<file path="config.mk">
export PLATFORM = sky130hd
export DESIGN_NAME = wav_header_parser
export DESIGN_NICKNAME = d
export VERILOG_FILES = /design/src/rtl/wavhp_pkg.sv /design/src/rtl/wav_header_parser.sv /design/src/rtl/wavhp_in_reg.sv /design/src/rtl/wavhp_core.sv
export SDC_FILE = /design/constraint.sdc
export NUM_CORES = 1
export LEC_CHECK = 0
export ABC_AREA = 1
export BUFFER_PORTS_ARGS = -buffer_cell sky130_fd_sc_hd__buf_4
export CAP_MARGIN = 10
export CELL_PAD_IN_SITES_DETAIL_PLACEMENT = 1
export CELL_PAD_IN_SITES_GLOBAL_PLACEMENT = 2
export CORE_MARGIN = 5
export CORE_UTILIZATION = 32
export DETAILED_ROUTE_END_ITERATION = 10
export PLACE_DENSITY_LB_ADDON = 0.1
export SLEW_MARGIN = 40
export SYNTH_ARGS = -nofsm -noshare
export SYNTH_HDL_FRONTEND = slang
export SYNTH_HIERARCHICAL = 1
export SYNTH_SLANG_ARGS = --single-unit
</file>
<file path="constraint.sdc">
create_clock -name clock -period 6.1 [get_ports clock]
set_input_delay 1.525 -clock clock [delete_from_list [all_inputs] [get_ports clock]]
set_output_delay 1.525 -clock clock [all_outputs]
set_load 0.005 [all_outputs]
</file>
<file path="src/rtl/wavhp_pkg.sv">
// Package for the WAV header parser: parse phases, result kinds, error codes,
// the result record and the tag character lookups. No dependencies.
package wavhp_pkg;

   typedef enum logic [2:0] {
      PH_HEADER,
      PH_SCAN,
      PH_TA,
      PH_SIZE,
      PH_DATA,
      PH_DONE,
      PH_ERROR
   } phase_type;

   localparam logic [1:0] KIND_HEADER = 2'd0;
   localparam logic [1:0] KIND_SAMPLE = 2'd1;
   localparam logic [1:0] KIND_ERROR  = 2'd2;

   localparam logic [2:0] ERR_NOT_RIFF = 3'd0;
   localparam logic [2:0] ERR_NOT_WAVE = 3'd1;
   localparam logic [2:0] ERR_NOT_FMT  = 3'd2;
   localparam logic [2:0] ERR_NOT_PCM  = 3'd3;
   localparam logic [2:0] ERR_NO_TA    = 3'd4;

   localparam logic [7:0] CHAR_D = 8'h64;
   localparam logic [7:0] CHAR_A = 8'h61;

   // Header byte offsets of interest
   localparam logic [5:0] POS_FMT_LO  = 6'd20;
   localparam logic [5:0] POS_FMT_HI  = 6'd21;
   localparam logic [5:0] POS_CH_LO   = 6'd22;
   localparam logic [5:0] POS_CH_HI   = 6'd23;
   localparam logic [5:0] POS_RATE    = 6'd24;
   localparam logic [5:0] POS_BITS_LO = 6'd34;
   localparam logic [5:0] POS_BITS_HI = 6'd35;

   typedef struct packed {
      logic [1:0]  kind;
      logic [7:0]  sample_byte;
      logic [15:0] channel_count;
      logic [31:0] sample_rate;
      logic [15:0] bits_per_sample;
      logic [31:0] data_size;
      logic [2:0]  error_code;
      logic        last;
   } rsp_type;

   function automatic logic [7:0] riff_char(input logic [1:0] idx);
      logic [7:0] c;
      unique case (idx)
         2'd0: c = 8'h52;  // R
         2'd1: c = 8'h49;  // I
         2'd2: c = 8'h46;  // F
         default: c = 8'h46;  // F
      endcase
      return c;
   endfunction

   function automatic logic [7:0] wave_char(input logic [1:0] idx);
      logic [7:0] c;
      unique case (idx)
         2'd0: c = 8'h57;  // W
         2'd1: c = 8'h41;  // A
         2'd2: c = 8'h56;  // V
         default: c = 8'h45;  // E
      endcase
      return c;
   endfunction

   function automatic logic [7:0] fmt_char(input logic [1:0] idx);
      logic [7:0] c;
      unique case (idx)
         2'd0: c = 8'h66;  // f
         2'd1: c = 8'h6D;  // m
         default: c = 8'h74;  // t
      endcase
      return c;
   endfunction

   function automatic logic [7:0] ta_char(input logic idx);
      return idx ? 8'h61 : 8'h74;  // t then a
   endfunction

endpackage

</file>
<file path="src/rtl/wav_header_parser.sv">
// WAV header parser, top level: input register feeding the parse stage.
// Depends on wavhp_pkg, wavhp_in_reg and wavhp_core.
//
// Usage: feed the WAV file one byte per transfer on req_data_byte
// (req_valid / req_stall). The block checks the RIFF/WAVE/fmt tags and PCM
// format, captures channel count, sample rate and bits per sample, finds the
// "data" chunk on byte pairs aligned from offset 36, and reads its size.
// On the rsp_ channel it gives one header result (rsp_kind 0), then one
// sample result (rsp_kind 1) per data byte with rsp_last on the final one
// (or on the header when the size is zero). A failed check gives one error
// result (rsp_kind 2, rsp_error_code) and all later bytes are dropped.
// Bytes past the data chunk are dropped too. Bytes without a result give
// none, but still wait while rsp_stall holds an earlier result.
// A result is registered: the byte sits in the input register, and the
// result register loads when the parse stage takes it from there.
// Throughput: one byte per cycle while rsp_stall holds no result.
// While rsp_stall holds the result, the held byte waits in the input
// register and req_stall rises once that register is full.
// Synchronous reset returns to the header phase and empties both registers.
module wav_header_parser (
   input  logic        clock,
   input  logic        reset,
   input  logic        req_valid,
   output logic        req_stall,
   input  logic [7:0]  req_data_byte,
   output logic        rsp_valid,
   input  logic        rsp_stall,
   output logic [1:0]  rsp_kind,
   output logic [7:0]  rsp_sample_byte,
   output logic [15:0] rsp_channel_count,
   output logic [31:0] rsp_sample_rate,
   output logic [15:0] rsp_bits_per_sample,
   output logic [31:0] rsp_data_size,
   output logic [2:0]  rsp_error_code,
   output logic        rsp_last
);

   logic               take;
   logic               byte_valid;
   logic [7:0]         byte_data;
   wavhp_pkg::rsp_type rsp;

   wavhp_in_reg u_in_reg (
      .clock         (clock),
      .reset         (reset),
      .req_valid     (req_valid),
      .req_stall     (req_stall),
      .req_data_byte (req_data_byte),
      .take          (take),
      .byte_valid    (byte_valid),
      .byte_data     (byte_data)
   );

   wavhp_core u_core (
      .clock      (clock),
      .reset      (reset),
      .byte_valid (byte_valid),
      .byte_data  (byte_data),
      .take       (take),
      .rsp_valid  (rsp_valid),
      .rsp_stall  (rsp_stall),
      .rsp        (rsp)
   );

   assign rsp_kind            = rsp.kind;
   assign rsp_sample_byte     = rsp.sample_byte;
   assign rsp_channel_count   = rsp.channel_count;
   assign rsp_sample_rate     = rsp.sample_rate;
   assign rsp_bits_per_sample = rsp.bits_per_sample;
   assign rsp_data_size       = rsp.data_size;
   assign rsp_error_code      = rsp.error_code;
   assign rsp_last            = rsp.last;

endmodule

</file>
<file path="src/rtl/wavhp_in_reg.sv">
// Input register for the WAV header parser: holds one accepted byte until the
// parse stage takes it. Uses no package items.
module wavhp_in_reg (
   input  logic       clock,
   input  logic       reset,
   input  logic       req_valid,
   output logic       req_stall,
   input  logic [7:0] req_data_byte,
   input  logic       take,
   output logic       byte_valid,
   output logic [7:0] byte_data
);

   logic       valid_ff, valid_in;
   logic [7:0] data_ff, data_in;
   logic       load;

   assign req_stall = valid_ff & ~take;
   assign load      = req_valid & ~req_stall;

   always_comb begin
      valid_in = valid_ff;
      data_in  = data_ff;
      if (load) begin
         valid_in = 1'b1;
         data_in  = req_data_byte;
      end else if (take) begin
         valid_in = 1'b0;
      end
   end

   always_ff @(posedge clock) begin
      if (reset) begin
         valid_ff <= 1'b0;
      end else begin
         valid_ff <= valid_in;
      end
      data_ff <= data_in;
   end

   assign byte_valid = valid_ff;
   assign byte_data  = data_ff;

endmodule

</file>
<file path="src/rtl/wavhp_core.sv">
// Parse stage and result register of the WAV header parser: phase machine,
// captured header fields, sample countdown. Depends on wavhp_pkg.
module wavhp_core (
   input  logic               clock,
   input  logic               reset,
   input  logic               byte_valid,
   input  logic [7:0]         byte_data,
   output logic               take,
   output logic               rsp_valid,
   input  logic               rsp_stall,
   output wavhp_pkg::rsp_type rsp
);

   wavhp_pkg::phase_type phase_ff, phase_in;
   logic [5:0]           pos_ff, pos_in;
   logic [7:0]           fmt_lo_ff, fmt_lo_in;
   logic [23:0]          shift_ff, shift_in;
   logic [15:0]          chan_ff, chan_in;
   logic [31:0]          rate_ff, rate_in;
   logic [15:0]          bits_ff, bits_in;
   logic [31:0]          remain_ff, remain_in;
   logic [7:0]           pair_ff, pair_in;
   logic                 rsp_valid_ff, rsp_valid_in;
   wavhp_pkg::rsp_type   rsp_ff, rsp_in;

   logic                 fire;
   logic                 hdr_fail;
   logic [2:0]           hdr_code;
   logic                 ta_fail;
   logic [31:0]          size_word;
   logic                 has_result;
   wavhp_pkg::rsp_type   result;

   assign take = ~rsp_valid_ff | ~rsp_stall;
   assign fire = byte_valid & take;
   assign size_word = {byte_data, shift_ff};
   assign ta_fail = byte_data != wavhp_pkg::ta_char(pos_ff[0]);

   // header tag and format checks
   always_comb begin
      hdr_fail = 1'b0;
      hdr_code = wavhp_pkg::ERR_NOT_RIFF;
      if (pos_ff < 6'd4) begin
         hdr_fail = byte_data != wavhp_pkg::riff_char(pos_ff[1:0]);
         hdr_code = wavhp_pkg::ERR_NOT_RIFF;
      end else if (pos_ff[5:2] == 4'd2) begin
         hdr_fail = byte_data != wavhp_pkg::wave_char(pos_ff[1:0]);
         hdr_code = wavhp_pkg::ERR_NOT_WAVE;
      end else if (pos_ff >= 6'd12 && pos_ff < 6'd15) begin
         hdr_fail = byte_data != wavhp_pkg::fmt_char(pos_ff[1:0]);
         hdr_code = wavhp_pkg::ERR_NOT_FMT;
      end else if (pos_ff == wavhp_pkg::POS_FMT_HI) begin
         hdr_fail = !(fmt_lo_ff == 8'd1 && byte_data == 8'd0);
         hdr_code = wavhp_pkg::ERR_NOT_PCM;
      end
   end

   // next state
   always_comb begin
      phase_in  = phase_ff;
      pos_in    = pos_ff;
      fmt_lo_in = fmt_lo_ff;
      shift_in  = shift_ff;
      chan_in   = chan_ff;
      rate_in   = rate_ff;
      bits_in   = bits_ff;
      remain_in = remain_ff;
      pair_in   = pair_ff;
      if (fire) begin
         unique case (phase_ff)
            wavhp_pkg::PH_HEADER: begin
               if (hdr_fail) begin
                  phase_in = wavhp_pkg::PH_ERROR;
               end else begin
                  if (pos_ff == wavhp_pkg::POS_FMT_LO)  fmt_lo_in     = byte_data;
                  if (pos_ff == wavhp_pkg::POS_CH_LO)   chan_in[7:0]  = byte_data;
                  if (pos_ff == wavhp_pkg::POS_CH_HI)   chan_in[15:8] = byte_data;
                  if (pos_ff == wavhp_pkg::POS_BITS_LO) bits_in[7:0]  = byte_data;
                  if (pos_ff == wavhp_pkg::POS_BITS_HI) bits_in[15:8] = byte_data;
                  // bytes 24..27 fill the rate lanes in order
                  if (pos_ff[5:2] == wavhp_pkg::POS_RATE[5:2]) begin
                     rate_in[8*pos_ff[1:0] +: 8] = byte_data;
                  end
                  if (pos_ff >= wavhp_pkg::POS_BITS_HI) begin
                     phase_in = wavhp_pkg::PH_SCAN;
                     pos_in   = 6'd0;
                  end else begin
                     pos_in = pos_ff + 6'd1;
                  end
               end
            end
            wavhp_pkg::PH_SCAN: begin
               if (!pos_ff[0]) begin
                  pair_in = byte_data;
                  pos_in  = 6'd1;
               end else begin
                  pos_in = 6'd0;
                  if (pair_ff == wavhp_pkg::CHAR_D && byte_data == wavhp_pkg::CHAR_A) begin
                     phase_in = wavhp_pkg::PH_TA;
                  end
               end
            end
            wavhp_pkg::PH_TA: begin
               if (ta_fail) begin
                  phase_in = wavhp_pkg::PH_ERROR;
               end else if (pos_ff[0]) begin
                  phase_in = wavhp_pkg::PH_SIZE;
                  pos_in   = 6'd0;
               end else begin
                  pos_in = 6'd1;
               end
            end
            wavhp_pkg::PH_SIZE: begin
               if (pos_ff[1:0] != 2'd3) begin
                  shift_in[8*pos_ff[1:0] +: 8] = byte_data;
                  pos_in = {4'd0, pos_ff[1:0] + 2'd1};
               end else begin
                  pos_in    = 6'd0;
                  remain_in = size_word;
                  phase_in  = (size_word == 32'd0) ? wavhp_pkg::PH_DONE
                                                   : wavhp_pkg::PH_DATA;
               end
            end
            wavhp_pkg::PH_DATA: begin
               if (remain_ff == 32'd0) begin
                  phase_in = wavhp_pkg::PH_DONE;
               end else begin
                  remain_in = remain_ff - 32'd1;
                  if (remain_ff == 32'd1) phase_in = wavhp_pkg::PH_DONE;
               end
            end
            default: begin
            end
         endcase
      end
   end

   // result for the byte in hand
   always_comb begin
      has_result = 1'b0;
      result     = '0;
      unique case (phase_ff)
         wavhp_pkg::PH_HEADER: begin
            if (hdr_fail) begin
               has_result        = 1'b1;
               result.kind       = wavhp_pkg::KIND_ERROR;
               result.error_code = hdr_code;
            end
         end
         wavhp_pkg::PH_TA: begin
            if (ta_fail) begin
               has_result        = 1'b1;
               result.kind       = wavhp_pkg::KIND_ERROR;
               result.error_code = wavhp_pkg::ERR_NO_TA;
            end
         end
         wavhp_pkg::PH_SIZE: begin
            if (pos_ff[1:0] == 2'd3) begin
               has_result             = 1'b1;
               result.kind            = wavhp_pkg::KIND_HEADER;
               result.channel_count   = chan_ff;
               result.sample_rate     = rate_ff;
               result.bits_per_sample = bits_ff;
               result.data_size       = size_word;
               result.last            = size_word == 32'd0;
            end
         end
         wavhp_pkg::PH_DATA: begin
            if (remain_ff != 32'd0) begin
               has_result         = 1'b1;
               result.kind        = wavhp_pkg::KIND_SAMPLE;
               result.sample_byte = byte_data;
               result.last        = remain_ff == 32'd1;
            end
         end
         default: begin
         end
      endcase
   end

   always_comb begin
      rsp_valid_in = rsp_valid_ff;
      rsp_in       = rsp_ff;
      if (take) begin
         rsp_valid_in = fire & has_result;
         rsp_in       = result;
      end
   end

   always_ff @(posedge clock) begin
      if (reset) begin
         phase_ff     <= wavhp_pkg::PH_HEADER;
         pos_ff       <= '0;
         fmt_lo_ff    <= '0;
         shift_ff     <= '0;
         chan_ff      <= '0;
         rate_ff      <= '0;
         bits_ff      <= '0;
         remain_ff    <= '0;
         pair_ff      <= '0;
         rsp_valid_ff <= 1'b0;
      end else begin
         phase_ff     <= phase_in;
         pos_ff       <= pos_in;
         fmt_lo_ff    <= fmt_lo_in;
         shift_ff     <= shift_in;
         chan_ff      <= chan_in;
         rate_ff      <= rate_in;
         bits_ff      <= bits_in;
         remain_ff    <= remain_in;
         pair_ff      <= pair_in;
         rsp_valid_ff <= rsp_valid_in;
      end
      rsp_ff <= rsp_in;
   end

   assign rsp_valid = rsp_valid_ff;
   assign rsp       = rsp_ff;

endmodule

</file>
# Word-level counts from Yosys, hierarchy flattened
# Index checks and enable logic that the tools add are counted.
word_totals:
  reg_bits: 265
  inputBits: 12
  output_inout_bits: 112
classes:
  n_reduce_logical: 27
  shifts: 4
  add_sub_neg: 4
  n_bitwise: 11
  eq_ne: 33
  n_mux: 57
  magnitude_cmp: 4
ops:
  columns: ["op", "count"]
  rows:
  - ["$logic_not 32->1", 2]
  - ["$mux 32", 2]
  - ["$pmux 32 s2", 1]
  - ["$mux 8", 6]
  - ["$mux 3", 14]
  - ["$neg 5->34", 1]
  - ["$shift 8x34->24 const A", 1]
  - ["$shift 8x34->32 const A", 1]
  - ["$shiftx 8x34->24", 1]
  - ["$shiftx 8x34->32", 1]
  - ["$bwmux 32", 1]
  - ["$eq 32x1->1 const B", 1]
  - ["$ne 8x8->1", 4]
  - ["$reduce_and 4->1", 8]
  - ["$reduce_bool 32->1", 1]
  - ["$sub 32x1->32 const B", 1]
  - ["$bwmux 24", 1]
  - ["$eq 6x5->1 const B", 4]
  - ["$pmux 6 s4", 1]
  - ["$pmux 5 s2", 2]
  - ["$mux 6", 3]
  - ["$eq 8x7->1 const B", 2]
  - ["$pmux 3 s5", 1]
  - ["$pmux 5 s3", 1]
  - ["other kinds (40)", 79]

# Logic depth before layout (Yosys ltp)
# Gate-level depths: netlist of the first run.
logic_depth:
  word_depth: 12
  depth_mapped: 19
  depth_no_buf: 16

# Hierarchy
# The synthesis of the first run kept the hierarchy.
modules_own_cells:
  columns: ["mod", "area_per_inst_um2", "n_inst", "seq_area_each_um2", "cells_per_inst"]
  rows:
  - ["wavhp_core", 11853.9, 1, 6226.0, 1494]
  - ["wavhp_in_reg", 286.5, 1, 260.2, 15]

# Worst setup path before layout of the first run
# No wires, ideal clock.
synth_path:
  path_type: "in2reg"
  startpoint: "input rsp_stall"
  endpoint: "register u_core.remain_ff[11]"
  t_required_ps: 5984
  arrival_time_ps: 5779
  stages: 8
  path_slack_ps: 205
  n_path_buf: 1
  path_cell_list: "nand2_1 > nand2_1 > inv_1 > nand2_1 > o21bai_4 > buf_4 > o21ai_0 > nor2_1"
synth_via:
  elab_chain_cells: 4
synth_rtl:
  columns: ["item", "line", "source"]
  rows:
  - ["from (decl)", "wav_header_parser.sv:27", "input logic rsp_stall,"]
  - ["$not 1->1", "wavhp_core.sv:34", "assign take = ~rsp_valid_ff | ~rsp_stall;"]
  - ["$or 1x1->1", "wavhp_core.sv:34", null]
  - ["$and 1x1->1", "wavhp_core.sv:35", "assign fire = byte_valid & take;"]
  - ["$reduce_and 4->1 (no source line)", null, null]
  - ["to (signal assigned)", "wavhp_core.sv:210", "remain_ff <= remain_in;"]
  - ["to (decl)", "wavhp_core.sv:21", "logic [31:0] remain_ff, remain_in;"]
# Every way passes these cells.
# A chain may end at the register's enable or synchronous reset.

# Final worst setup path of the first run
layout_path:
  startpoint: "register u_core.pos_ff[0]"
  endpoint: "register u_core.chan_ff[3]"
layout_via:
  elab_chain_cells: 11
  elab_cells_between_ends: 27
  cone_classes: "order compare: 3; eq/ne: 7; mux: 13; bitwise: 1; reduce/logical: 3"
layout_rtl:
  columns: ["item", "line", "source"]
  rows:
  - ["from (decl)", "wavhp_core.sv:15", "logic [5:0] pos_ff, pos_in;"]
  - ["from (signal assigned)", "wavhp_core.sv:204", "pos_ff <= pos_in;"]
  - ["$eq 2x1->1 or $logic_not 2->1 (tied branches)", "wavhp_pkg.sv:50, wavhp_pkg.sv:61, wavhp_pkg.sv:72", null]
  - ["$pmux 5 s2", "wavhp_pkg.sv:72", "unique case (idx)"]
  - ["$mux 8", "wavhp_core.sv:49", "end else if (pos_ff >= 6'd12 && pos_ff < 6'd15) begin"]
  - ["$mux 8", "wavhp_core.sv:46", "end else if (pos_ff[5:2] == 4'd2) begin"]
  - ["$mux 8", "wavhp_core.sv:43", "if (pos_ff < 6'd4) begin"]
  - ["$ne 8x8->1", "wavhp_core.sv:50", "hdr_fail = byte_data != wavhp_pkg::fmt_char(pos_ff[1:0]);"]
  - ["$mux 1", "wavhp_core.sv:49", null]
  - ["$mux 1", "wavhp_core.sv:46", null]
  - ["$mux 1", "wavhp_core.sv:43", null]
  - ["$not 1->1 (no source line)", null, null]
  - ["$reduce_and 4->1 (no source line) *", null, null]
  - ["to (signal assigned)", "wavhp_core.sv:207", "chan_ff <= chan_in;"]
  - ["to (decl)", "wavhp_core.sv:18", "logic [15:0] chan_ff, chan_in;"]
# Mark *: on every way between the ends. The rest lies on a longest branch, timed or not. The select of a mux whose other input is x is not followed.

==> results of run 1 <==
## registers in the layout, summed over array words and instances (netlist names)
register             cells
u_core/rsp_valid         1
u_core/bits_ff          16
u_core/pos_ff            6
u_core/pair_ff           8
u_in_reg/byte_data       8
u_in_reg/byte_valid      1
u_core/fmt_lo_ff         8
u_core/remain_ff        32
u_core/shift_ff         24
u_core/chan_ff          16
u_core/phase_ff          3
u_core/rsp             110
u_core/rate_ff          32
## power by group
part | internal (µW) | switching [µW]
Clock | 1030 | 769
Sequential | 1940 | 56.7
Combinational | 234 | 497
Total | 3200 | 1320
## cell families after synthesis
logic type | share of synthesized area (%)
and+or+nand+nor | 26.9
DFF | 53.4
buffers and inverters | 8.48
AOI/OAI and AO/OA | 9.07
adders and majority gates | 1.34
xor gates and xnor gates | 0.794
## worst max-delay path by stage
stage                                 endpoint        startpoint  slack, ns  cells past startpoint
final                        u_core/chan_ff[3]  u_core/pos_ff[0]       2.23                     15
after global routing         u_core/chan_ff[4]  u_core/pos_ff[0]       1.89                     15
after CTS                   u_core/chan_ff[11]  u_core/pos_ff[0]       2.20                     15
after detailed placement   u_core/fmt_lo_ff[3]  u_core/pos_ff[0]       2.23                     15
after global placement     u_core/remain_ff[9]         rsp_stall       2.19                      8
after floorplan           u_core/remain_ff[11]         rsp_stall       0.21                      8
## placed cells by master, fill, tap and decap left out, types with 3 or more instances in the layout
cell type and instances:
or2_2 3, nand2_1 274, xor2_1 5, nor4_1 5, a31oi_1 5, inv_1 176, a21oi_1 110, clkbuf_1 8
dfxtp_1 147, clkbuf_16 31, o21ai_0 84, nand4_1 24, clkbuf_8 4, nand2_2 5, nand3_1 87, inv_2 7
nand3b_1 6, nor2_1 306, nand4_4 3, nor3_1 25, ha_1 13, xnor2_1 6, buf_4 130, clkinv_1 4
clkinv_2 7, nand3_2 3, edfxtp_1 118, o21ai_1 6, clkinv_4 3
## layer usage
| layer | share of wire (%) | wire length (µm) | global-route usage, % | vias to the layer above |
|---|---|---|---|---|
| li1 | - | - | - | 5084 |
| met1 | 46 | 18100 | 24.7 | 4993 |
| met2 | 49 | 19200 | 31.9 | 160 |
| met3 | 3.1 | 1210 | 2.17 | 51 |
| met4 | 2.0 | 768 | 4.38 | 0 |
| met5 | 0 | 0 | 0 | - |
## final cells by class
cell class | instances | area (µm²)
fill | 4556 | 23100
sequential | 265 | 6490
multi-input combinational | 991 | 4660
tap | 511 | 639
clock buffer | 43 | 861
clock inverter | 14 | 118
timing repair buffer | 134 | 1040
inverter | 188 | 708
## tightest hold or removal path, stage by stage, from the launching register on
cell,delay [ns]
dfxtp_1,0.31
nand2_1,0.06
a21oi_1,0.05
## metrics by stage
step | area (µm²) | std cells | setup slack [ns]
after CTS | 14500 | 2146 | 2.20
after global placement | 13500 | 2087 | 2.19
final | 14500 | 2146 | 2.23
after global routing | 14500 | 2146 | 1.89
after detailed placement | 13500 | 2089 | 2.23
after floorplan | 12100 | 1509 | 0.205
==> results.ini, run 1 <==
[synthesis]
synthCells=1509
syn_nets=1534
synth-async-reset-ratio_pct=0
yosysTopAreaCell=edfxtp_1
ys_warn_count=6
synth_common_cells=nor2_1 (307), nand2_1 (275), inv_1 (177), dfxtp_1 (147), edfxtp_1 (118)
ys.flop_type=dfxtp_1
synth-edff-count=118
synth-seq-area-share_pct=53.4
synth_top_area_share_pct=29.2
synth_cell_types=43
netlist_area_um2=12100
synth.area.top_cells=edfxtp_1 (29%), dfxtp_1 (24%), nor2_1 (9.5%)
ys_ff_latch=265
post-synth-top-count-cell=nor2_1
avgSynthCellArea_um2=8.05

[clock_tree]
cts_resized=0
cts_made_buffers=31
cts_max_level=1
post-cts-setup-buffers=0
clkSlewWorstSetupHoldPaths_ns=0.07
cts_tree=built
hold_buffers=0
cts_buffer_depth=3
cts_sinks=265
clk_latency_ns=0.58
cts_root_buf=clkbuf_16

[finish]
final_core_utilization_pct=38.6
diodes=0
area_growth_pct=19.5
drive_gt1_share_pct=13.6
fin_nets=1636

[sta]
rsz0062_at_grt=false
setup_viol=0
finalSetupTns_ns=0
finalHoldViolCount=0
max_slew.worst_pin.slew_ns=0.782
max_freq_ghz=0.258
fin_skew_ns=0.0136
fin_crit_sh_pct=63.5
slew_headroom_pct=47.9
final.min_clock_period_ns=3.87
hold_slack_ns=0.462
finalMaxSlewViolations=0

[detailed_routing]
vias_per_cell=4.79
finalWirelength_um=39300
drcViolationCount=0
vias=10288
detail_route.wl_per_cell_um=18.3
first_pass_iters=5
drtAntennaViolNets=0
initialDrtViolationCount=526

[die]
ioPinCount=124
die_w_um=205
std_cell_rows=71
die_h_um=205
start_util_pct=32.3
core-area_um2=37600
die_area_um2=41900

[pwr]
leakage_uw=0.00606
power.density_nw_per_um2=312
vdd_drop_max_v=0.000207
total_power_uw=4520

[worst_setup_path]
rr_startpoint=u_core/pos_ff[0]
crit_family=simple AND/OR/NAND/NOR gates
cp_slowest_cell=nor2_4
cp.required_ns=6.53
r2r_cells=15
path_cells=buf_4 -> inv_1 -> ha_1 -> inv_2 -> ha_1 -> nand2_1 -> nor2_1 -> nand3_1 -> nand2_1 -> nand4_2 -> nor2_4 -> buf_4 -> nand2_2 -> nand2_1 -> a21oi_1
slowest_delay_ns=0.54
arrival_ns=4.30
end_kind=flip-flop
cp_max_fo=28
regToRegSetupSlack_ns=2.23
crit_type=flip-flop to flip-flop
crit_path_start_kind=flip-flop
path_common_cell=nand2_1
cp_num_buf_inv=4
reg2reg_to=u_core/chan_ff[3]

[worst_hold_path]
min_from=u_core/fmt_lo_ff[0]
whs_path_depth=2
min_path_type=flip-flop to flip-flop
hold_path_end=u_core/fmt_lo_ff[0]

[run]
maxCapViolCount=0

[grt]
antenna_found_initial=0
grt_pass1_vias=10555
overflow=0
grt_usage_pct=18.4
grt_pass1_wl_um=60800
grt_max_degree=80

[placed_design]
numPortBuffers=123
hpwl_um=27600
gp_congestion=0.805

[outcome]
status=complete, no violations

No activity file was read; power rests on OpenSTA's default activity.
==> run 2: changes to the inputs <==
clock period = 3.36 ns   (was 6.1 ns; I/O delays follow)
==> run 2 against run 1 <==
  * Critical path depth stayed put
  * Non-clock buffer count is 22 higher
  * Highest routed layer unchanged
  * Die area unchanged
  * Core utilization grew 0.51 points
  * Clock-buffer cell count up 9
  * Sequential power rose by 81%
  * Clock power increased by 89%
  * Critical path type unchanged
  * Largest power group unchanged
  * Clock skew is 0.0054 ns higher
  * Total power up 85%
  * Register-to-register slack got worse by 1.8 ns
==> results.ini, run 2 (same netlist as run 1, synthesis figures left out) <==
[clock_tree]
cts_sinks=265  ; unchanged
hold_buffers=0  ; unchanged
cts_made_buffers=34  ; +9.7%
cts_resized=0  ; unchanged
cts_max_level=2  ; +1
clkSlewWorstSetupHoldPaths_ns=0.06  ; about the same
cts_buffer_depth=3  ; unchanged
clk_latency_ns=0.54  ; -0.04 ns
cts_root_buf=clkbuf_16
cts_tree=built
post-cts-setup-buffers=0  ; unchanged

[detailed_routing]
finalWirelength_um=38800  ; -1.2%
drcViolationCount=0  ; unchanged
vias_per_cell=4.74  ; -1.0%
vias=10310  ; +0.21%
drtAntennaViolNets=0  ; unchanged
detail_route.wl_per_cell_um=17.9  ; -2.4%
first_pass_iters=5  ; unchanged
initialDrtViolationCount=455  ; -13%

[finish]
final_common_cell=nor2_1
final_core_utilization_pct=39.1  ; +0.51 points
fin_nets=1661  ; +1.5%
final_cell_mix=nor2_1 (307), nand2_1 (274), inv_1 (176)
diodes=0  ; unchanged
regArea_um2=6490  ; unchanged
multiInputGateArea_um2=4640  ; -0.32%
postLayoutCellArea_um2=14700  ; +1.3%
drive_gt1_share_pct=14.3  ; +0.68 points
nFillCells=4569  ; +0.29%
finalNonFillerCells=2173  ; +1.3%
area_growth_pct=21.1
largest_reg_flops=110  ; unchanged

[sta]
finalMaxSlewViolations=0  ; unchanged
setup_viol=0  ; unchanged
rsz0062_at_grt=false
final.min_clock_period_ns=2.90  ; -0.973 ns
max_slew.worst_pin.slew_ns=0.767  ; -0.0150 ns
max_freq_ghz=0.345  ; +34%
slew_headroom_pct=48.4  ; +0.53 points
fin_crit_sh_pct=86.3  ; +23 points
finalHoldViolCount=0  ; unchanged
finalSetupTns_ns=0  ; unchanged
fin_skew_ns=0.0189  ; +0.00537 ns

[worst_setup_path]
crit_family=simple AND/OR/NAND/NOR gates
path_cells=inv_1 -> ha_1 -> inv_2 -> ha_1 -> nand2_1 -> nor2_1 -> nand3_1 -> nand2_1 -> nand4_2 -> nor2_4 -> buf_4 -> nand3_2 -> nand2_1 -> inv_1 -> nor2_1
cp.required_ns=3.83  ; -2.70 ns
crit_path_start_kind=flip-flop
path_common_cell=nand2_1
slowest_delay_ns=0.37  ; -0.17 ns
path_depth=15  ; unchanged
end_kind=flip-flop
arrival_ns=3.37  ; -0.93 ns
cp_max_fo=34  ; +21%
cp_slowest_cell=dfxtp_1
cp_num_buf_inv=4  ; unchanged
crit_type=flip-flop to flip-flop
r2r_cells=15  ; unchanged
regToRegSetupSlack_ns=0.46  ; -1.77 ns

[pwr]
leakage_uw=0.00619  ; +2.2%
vdd_drop_max_v=0.000357  ; +73%
power.density_nw_per_um2=570  ; +83%
total_power_uw=8380  ; +85%

[placed_design]
hpwl_um=27900  ; +1.1%
dp_cells=2111  ; +1.1%
placed_area_um2=13700  ; +1.0%
numPortBuffers=123  ; unchanged
gp_congestion=0.826  ; +2.5%

[die]
die_area_um2=41900  ; unchanged
start_util_pct=32.3  ; unchanged
die_w_um=205  ; unchanged
std_cell_rows=71  ; unchanged
die_h_um=205  ; unchanged
ioPinCount=124  ; unchanged
core-area_um2=37600  ; unchanged

[grt]
antenna_found_initial=0  ; unchanged
grt_pass1_wl_um=61700  ; +1.5%
overflow=0  ; unchanged
grt_pass1_vias=10861  ; +2.9%
grt_max_degree=109  ; +36%
grt_usage_pct=18.7  ; +0.26 points

[worst_hold_path]
min_path_type=flip-flop to flip-flop
whs_path_depth=2  ; unchanged

[run]
maxCapViolCount=0  ; unchanged

[outcome]
status=complete, no violations

## run 2: cell count changes in the layout (fill, tap and decap cells not counted), sizes merged
cell	before	now
clkinvlp	2	0
clkbuf	43	52
buf	134	156
bufinv	1	0
clkinv	14	11
inv	185	187
## run 2: cell type report
| cell class | count | area share, % |
|---|---|---|
| multi-input combinational | 991 | 31.6 |
| tap | 511 | 4.35 |
| clock inverter | 10 | 0.494 |
| sequential | 265 | 44.1 |
| timing repair buffer | 156 | 8.14 |
| inverter | 188 | 4.81 |
| clock buffer | 52 | 6.53 |
## run 2: layer usage
layer	global-route usage [%]	vias up	share of wire, %
met2	32.2	159	49
met4	5.48	0	2.1
met1	24.2	4969	45
met5	0	-	0
met3	2.88	54	3.3
li1	-	5128	-
## run 2: where the power goes
part           internal, µW  switching [µW]  leakage [µW]
clock                  1990            1420      0.000503
combinational           444             916       0.00310
sequential             3520            89.6       0.00259
total                  5950            2420       0.00619
## run 2: worst reg2reg max path: cells and delay by family (launching register included)
kind	cells	cell delay, ns
buffers and inverters	4	0.67
flip-flops	1	0.37
AND/OR/NAND/NOR	9	1.13
adder cells (fa/ha/maj)	2	0.65
## run 2: through the flow
stage               hold WS, ns  setup WS (ns)
finish                    0.461          0.459
detailed placement        0.453          0.461
global route              0.444          0.147
floorplan                 0.441          0.189
CTS                       0.441          0.430
global placement          0.450          0.548
## run 2: path summary, 6_finish.rpt
path,from,to
max,u_core/pos_ff[1],u_core/rate_ff[27]
min,u_core/fmt_lo_ff[1],u_core/fmt_lo_ff[1]
max reg2reg,u_core/pos_ff[1],u_core/rate_ff[27]
min reg2reg,u_core/fmt_lo_ff[1],u_core/fmt_lo_ff[1]
